**src/rtl/wbs_pkg.sv**
```systemverilog
`default_nettype none

package wbs_pkg;

    localparam logic [63:0] K0 = 64'ha0761d6478bd642f;
    localparam logic [63:0] K1 = 64'he7037ed1a0b428db;
    localparam logic [63:0] K2 = 64'h8ebc6af09c88c6e3;
    localparam logic [63:0] K3 = 64'h589965cc75374cc3;

    localparam int unsigned WIDE_CHUNK   = 48;
    localparam int unsigned NARROW_CHUNK = 16;

    // top-level sequencer
    typedef enum logic [2:0] {
        S_IDLE,
        S_FETCH_X,
        S_FETCH_Y,
        S_MUL_GO,
        S_MUL_WAIT,
        S_FIN,
        S_LOOP
    } state_t;

    // what the current fetch / multiply is for
    typedef enum logic [2:0] {
        JOB_WIDE,
        JOB_LONG,
        JOB_TAIL,
        JOB_SHORT4,
        JOB_SHORT1,
        JOB_FINAL,
        JOB_HASH
    } job_t;

endpackage

`default_nettype wire

```
**src/rtl/wbs_fold_mul.sv**
```systemverilog
`default_nettype none

// 64x64 multiply folded to 64 bits (hi ^ lo), one 32x32 partial product per cycle.
module wbs_fold_mul
    import wbs_pkg::*;
(
    input  wire logic        clk,
    input  wire logic        rst_n,
    input  wire logic        start,
    input  wire logic [63:0] x,
    input  wire logic [63:0] y,
    output logic             done,
    output logic [63:0]      result
);

    logic [63:0]  x_reg, y_reg;
    logic [127:0] acc_reg;
    logic [63:0]  prod_reg;
    logic [1:0]   psh_reg;
    logic [2:0]   cnt_reg, cnt_next;
    logic         run_reg, run_next;
    logic         done_reg, done_next;

    logic [31:0]  xh, yh;
    logic [127:0] addend;

    assign xh = cnt_reg[1] ? x_reg[63:32] : x_reg[31:0];
    assign yh = cnt_reg[0] ? y_reg[63:32] : y_reg[31:0];

    always_comb
    begin
        case (psh_reg)
            2'd0:    addend = {64'd0, prod_reg};
            2'd1:    addend = {32'd0, prod_reg, 32'd0};
            default: addend = {prod_reg, 64'd0};
        endcase
    end

    always_comb
    begin
        run_next  = run_reg;
        cnt_next  = cnt_reg;
        done_next = 1'b0;
        if (start)
        begin
            run_next = 1'b1;
            cnt_next = 3'd0;
        end
        else if (run_reg)
        begin
            cnt_next = cnt_reg + 3'd1;
            if (cnt_reg == 3'd4)
            begin
                run_next  = 1'b0;
                done_next = 1'b1;
            end
        end
    end

    always_ff @(posedge clk or negedge rst_n)
    begin
        if (!rst_n)
        begin
            run_reg  <= 1'b0;
            cnt_reg  <= 3'd0;
            done_reg <= 1'b0;
        end
        else
        begin
            run_reg  <= run_next;
            cnt_reg  <= cnt_next;
            done_reg <= done_next;
        end
    end

    always_ff @(posedge clk)
    begin
        if (start)
        begin
            x_reg   <= x;
            y_reg   <= y;
            acc_reg <= 128'd0;
        end
        else if (run_reg)
        begin
            if (cnt_reg != 3'd4)
            begin
                prod_reg <= {32'd0, xh} * {32'd0, yh};
                psh_reg  <= {1'b0, cnt_reg[1]} + {1'b0, cnt_reg[0]};
            end
            if (cnt_reg != 3'd0)
                acc_reg <= acc_reg + addend;
        end
    end

    assign done   = done_reg;
    assign result = acc_reg[127:64] ^ acc_reg[63:0];

endmodule

`default_nettype wire

```
**config.mk**
```make
export PLATFORM = sky130hd
export DESIGN_NAME = wbs_fold_mul
export DESIGN_NICKNAME = d
export VERILOG_FILES = /design/src/rtl/wbs_pkg.sv /design/src/rtl/wbs_fold_mul.sv
export SDC_FILE = /design/constraint.sdc
export NUM_CORES = 2
export LEC_CHECK = 0
export BUFFER_PORTS_ARGS = -buffer_cell sky130_fd_sc_hd__buf_2
export CAP_MARGIN = 20
export CORE_MARGIN = 1
export CORE_UTILIZATION = 52
export CTS_CLUSTER_DIAMETER = 120
export DETAILED_ROUTE_END_ITERATION = 16
export HOLD_SLACK_MARGIN = 0.02
export PLACE_DENSITY = 0.66
export SLEW_MARGIN = 5
export SYNTH_ARGS = -nofsm -noshare
export SYNTH_HDL_FRONTEND = slang
export SYNTH_SLANG_ARGS = --single-unit
```
**constraint.sdc**
```tcl
create_clock -name clk -period 26.4 [get_ports clk]
set_input_delay 5.28 -clock clk [delete_from_list [all_inputs] [get_ports clk]]
set_output_delay 5.28 -clock clk [all_outputs]
set_load 0.02 [all_outputs]
```
### Yosys cells after proc, flatten, opt, wreduce, memory -nomap -nowiden

Cells that the tools add are included.

| operators by class | value |
|---|---|
| $add $sub $neg | 3 |
| $mul | 1 |
| eq/ne operators | 3 |
| multiplexer cells | 11 |
| bitwise operators | 2 |
| reduce and logical (&&, ||, !) cells | 5 |

Operator list:

| cell | count |
|---|---|
| one-hot mux 128 bit (2 select lines) | 1 |
| adder 128 bit | 1 |
| multiplier 32 x 32 -> 64 bit | 1 |
| 2-to-1 mux 32 bit | 2 |
| bitwise XOR 64 bit | 1 |
| 2-to-1 mux 1 bit | 6 |
| 2-to-1 mux 3 bit | 2 |
| adder 3 x 1 -> 3 bit, second input constant | 1 |
| equality test 3 bit, second input constant | 1 |
| inequality test 3 bit, second input constant | 1 |
| AND reduction 3 bit | 1 |
| nonzero test 3 bit | 1 |
| adder 1 x 1 -> 2 bit | 1 |
| equality test 2 x 1 -> 1 bit, second input constant | 1 |
| zero test 2 bit | 1 |
| AND reduction 2 bit | 1 |
| nonzero test 2 bit | 1 |
| inverter 1 bit | 1 |

| storage, ports and cells | value |
|---|---|
| flip-flop bits (word level) | 327 |
| word-level logic and storage cells | 33 |

### Longest topological paths before layout

| depth | value |
|---|---|
| depth after elaboration | 4 |
| gate-level depth with buffers | 35 |
| mapped depth without buffers | 30 |

### Worst setup path before layout

No wires, ideal clock.

| timing path | value |
|---|---|
| kind | input -> register |
| from | in start |
| to | reg prod_reg[0], enable pin |
| library setup time | 512 ps |
| data arrival time | 8,891 ps |
| required time | 25,888 ps |
| path slack | 16,997 ps |
| stages on the path | 4 |
| buffers on the path | 1 |
| cell sequence | clkbuf_1 > inv_1 > nand2_1 > a21oi_1 |

| on the way | value |
|---|---|
| longest elaborated chain between the ends | 2 |

Ends and longest elaborated chain:

| item | RTL line | text |
|---|---|---|
| from (decl) | wbs_fold_mul.sv:9 | `input wire logic start,` |
| inverter 1 bit (no source line) | - |  |
| AND reduction 3 bit (no source line) | - |  |
| to (signal assigned) | wbs_fold_mul.sv:88 | `prod_reg <= {32'd0, xh} * {32'd0, yh};` |
| to (decl) | wbs_fold_mul.sv:18 | `logic [63:0] prod_reg;` |

Every way passes these cells.
A chain may end at the register's enable or synchronous reset.

### Worst setup path in the final report

| timing path | value |
|---|---|
| from | reg cnt_reg[1] |
| to | reg prod_reg[49] (data pin) |

| on the way | value |
|---|---|
| longest elaborated chain between the ends | 2 |

Ends and longest elaborated chain:

| item | RTL line | text |
|---|---|---|
| from (decl) | wbs_fold_mul.sv:20 | `logic [2:0] cnt_reg, cnt_next;` |
| from (signal assigned) | wbs_fold_mul.sv:71 | `cnt_reg <= cnt_next;` |
| 2-to-1 mux 32 bit | wbs_fold_mul.sv:27 | `assign xh = cnt_reg[1] ? x_reg[63:32] : x_reg[31:0];` |
| multiplier 32 x 32 -> 64 bit | wbs_fold_mul.sv:88 |  |

Every way passes these cells.

==> results.md <==
- Outcome: finished clean
- Number of buffers between clock root and the deepest sink: 3
- Clock root cell: sky130_fd_sc_hd__clkbuf_16
- Initial drt markers: 3,918
- Combined buffer and inverter count along the critical path: 5
- Fraction of final layout cells sized beyond drive strength 1: 0.0821
- Seq/Total Area, Yosys: 0.157
- Placement-stage cell area: 56,500 um2
- Setup tns final: 0 ps
- Final weighted congestion in routability-driven placement: between 1 and 1.5
- Number of vias per cell after detailed routing: slightly below 6
- RSZ-0062 raised after global routing: false
- Standard-cell row count: 117
- Antenna violations before repair: 2
- Total Die Area: 105,000 um2
- Net total in the final layout: 7,623
- Final instance area: 57,800 um2
- Fraction of post-synthesis cell area in the top cell type by area: 0.332
- Initial Utilization: 0.528
- Via count of the first global-routing pass: about 45,000
- Most instantiated flip-flop cell in the synthesis netlist: sky130_fd_sc_hd__edfxtp_1
- Transition time of the tightest slew-check pin: ~1200 ps
- First-pass GRT wire length: 286,000 um
- Portion of the clock cycle consumed by the worst path in the final layout: 0.372
- Worst Skew: approximately 50 ps
- Setup violation total in the final timing report: 0
- Worst Path Arrival: 10,260 ps
- DRT Wirelength: ~190,000 um
- Critical path capture point type: flop
- FFs w/ async S/R, synth: 0.0153
- Gr ovfl total: 0
- Largest net degree at the start of global routing: 83
- Core Area: 102,000 um2
- Number of detailed-routing iterations run before antenna repair: 6
- Warning count from the yosys run: 0
- Post-synthesis sequential element count: 327
- Largest fanout of any net on the critical path: 36
- Final number of max-transition violations: 0
- ANT nets after route: 0
- Worst path top cell family by delay: adder cells
- Antenna diode count: 0
- Cell types with the largest area share after synthesis: sky130_fd_sc_hd__fa_1 33%, sky130_fd_sc_hd__edfxtp_1 11%, sky130_fd_sc_hd__ha_1 9.1%
- Die height: 325 um
- Post-synthesis cell type count: between 90 and 100
- Maximum Capacitance Violations: 0
- Startpoint type of the worst setup path: flop
- Critical Setup Path Class: reg2reg
- Req. time, crit path: 26,830 ps
- Critical path's largest stage delay: 930 ps
- Routed wire length per instance: 25.2 um
- Number of H-tree levels: 2
- CP max stage cell: sky130_fd_sc_hd__mux2i_4
- Most common library cells after synthesis: 955 x sky130_fd_sc_hd__inv_1, 897 x sky130_fd_sc_hd__fa_1, 876 x sky130_fd_sc_hd__nand2_1, 764 x sky130_fd_sc_hd__nor2_1, 392 x sky130_fd_sc_hd__ha_1
- Max reg flops: 128
- Clock Sinks: 327
- Maximum frequency from static timing analysis: 0.102 GHz
- CTS tree: yes
- # hold bufs at CTS: 0
- Detailed Place HPWL: approximately 150,000 um
- Synthesis-to-finish area growth: 6.80%
- Max transition margin: 0.214
- Resized cells post-CTS: 0
- EDFF count, synth: 194
- All-layer global routing usage: 0.365
- Leading cell type by number of instances after synthesis: sky130_fd_sc_hd__inv_1
- Horiz. Die Dim: 325 um
- Most common cell on crit path: sky130_fd_sc_hd__fa_1
- Final critical-path required period: 9830 ps
- Area of the mapped netlist: 54,100 um2
- Hold violation total from the final report: 0
- Clock insertion delay at the later pin of the skew report: 640 ps
- Mean Syn Cell Area: just under 9 um2
- Type of the worst min-delay path: reg2reg
- Via count: 44,900
- Most area-hungry cell type in the Yosys netlist: sky130_fd_sc_hd__fa_1
- Cells after Synth: 6,189
- # IOs: 196
- Post-Syn Nets: between 7,000 and 8,000
- Reg clk slew, reported paths: approximately 60 ps
- Worst reg-to-reg setup slack: 16,570 ps
- Number of design rule violations left after detail routing: 0
- CTS Buf Count: 40
- Post-CTS Repair Setup Buffers: 0
- PortBufs: 195
## routing by layer
metal  wire, um  track usage  vias to the layer above
met5          0            0                        -
met2      82500        0.554                     2583
met4      15100        0.235                        0
met1      73200        0.460                    22000
li1           -            -                    19700
met3      21000       0.0984                      611
## stage by stage
stage	utilization	instances	hold WS, ps	worst slack [ps]
6_report	0.564	7602	476	16570
5_1_grt	0.564	7602	505	16210
4_1_cts	0.564	7602	480	16690
3_5_place_dp	0.551	7529	472	16660
3_3_place_gp	0.551	7529	470	16920
2_1_floorplan	-	6189	454	17000
## cell usage in the layout, fill, tap and decap left out, types with 8 or more instances in the layout
master and count:
sky130_fd_sc_hd__a211oi_1 8, sky130_fd_sc_hd__a21boi_0 15, sky130_fd_sc_hd__a21o_1 79, sky130_fd_sc_hd__a21oi_1 327, sky130_fd_sc_hd__a221oi_1 10, sky130_fd_sc_hd__a31oi_1 23
sky130_fd_sc_hd__and2_1 72, sky130_fd_sc_hd__and3_1 12, sky130_fd_sc_hd__and4_1 8, sky130_fd_sc_hd__buf_2 194, sky130_fd_sc_hd__buf_4 84, sky130_fd_sc_hd__clkbuf_16 40
sky130_fd_sc_hd__dfxtp_1 128, sky130_fd_sc_hd__edfxtp_1 194, sky130_fd_sc_hd__fa_1 897, sky130_fd_sc_hd__ha_1 392, sky130_fd_sc_hd__inv_1 955, sky130_fd_sc_hd__mux2_1 9
sky130_fd_sc_hd__mux2_2 56, sky130_fd_sc_hd__mux2i_1 59, sky130_fd_sc_hd__mux2i_2 35, sky130_fd_sc_hd__nand2_1 875, sky130_fd_sc_hd__nand3_1 36, sky130_fd_sc_hd__nand4_1 88
sky130_fd_sc_hd__nor2_1 763, sky130_fd_sc_hd__nor2b_1 16, sky130_fd_sc_hd__nor3_1 42, sky130_fd_sc_hd__nor4_1 12, sky130_fd_sc_hd__o211ai_1 8, sky130_fd_sc_hd__o21a_1 28
sky130_fd_sc_hd__o21ai_0 223, sky130_fd_sc_hd__o21ai_1 13, sky130_fd_sc_hd__o21bai_1 60, sky130_fd_sc_hd__o31ai_1 12, sky130_fd_sc_hd__or2_2 15, sky130_fd_sc_hd__or3_1 12
sky130_fd_sc_hd__xnor2_1 118, sky130_fd_sc_hd__xor2_1 126
## area by class of cell
type | count | area, um2
Inverter | 955 | 3580
Timing Repair Buffer | 279 | 1620
Clock inverter | 25 | 264
Multi-Input combinational cell | 4600 | 41000
Sequential cell | 327 | 8520
Fill cell | 9491 | 44700
Clock buffer | 48 | 1060
Tap cell | 1368 | 1710
## kinds of logic after synthesis
kind of cell / after synthesis / synth area share
buf+inv: 1262 / 0.0892
mux: 166 / 0.0322
xor+xnor: 244 / 0.0395
fa+ha+maj: 1289 / 0.422
compound gates: 910 / 0.105
flops: 327 / 0.157
simple gates: 1991 / 0.155
## tightest hold or removal path, stage by stage, from the launching register on
cell and delay, ps:
sky130_fd_sc_hd__dfxtp_1 330, sky130_fd_sc_hd__nand2_1 60, sky130_fd_sc_hd__o21ai_1 50
## path summary, 6_finish.rpt
| kind | from | end | cells past startpoint |
|---|---|---|---|
| min reg2reg | acc_reg[120]$_SDFFE_PP0P_ | acc_reg[120]$_SDFFE_PP0P_ | 2 |
| max reg2reg | cnt_reg[1]$_DFFE_PN0P_ | prod_reg[49]$_DFFE_PP_ | 27 |
| max in group asynchronous | rst_n | cnt_reg[1]$_DFFE_PN0P_ | 1 |
| max | cnt_reg[1]$_DFFE_PN0P_ | prod_reg[49]$_DFFE_PP_ | 27 |
| min | acc_reg[120]$_SDFFE_PP0P_ | acc_reg[120]$_SDFFE_PP0P_ | 2 |
| min in group asynchronous | rst_n | cnt_reg[0]$_DFFE_PN0P_ | 1 |
Power is left out: the tool's default activity adds up to more than one toggle a clock period on the data nets, which glitch-free logic cannot reach.
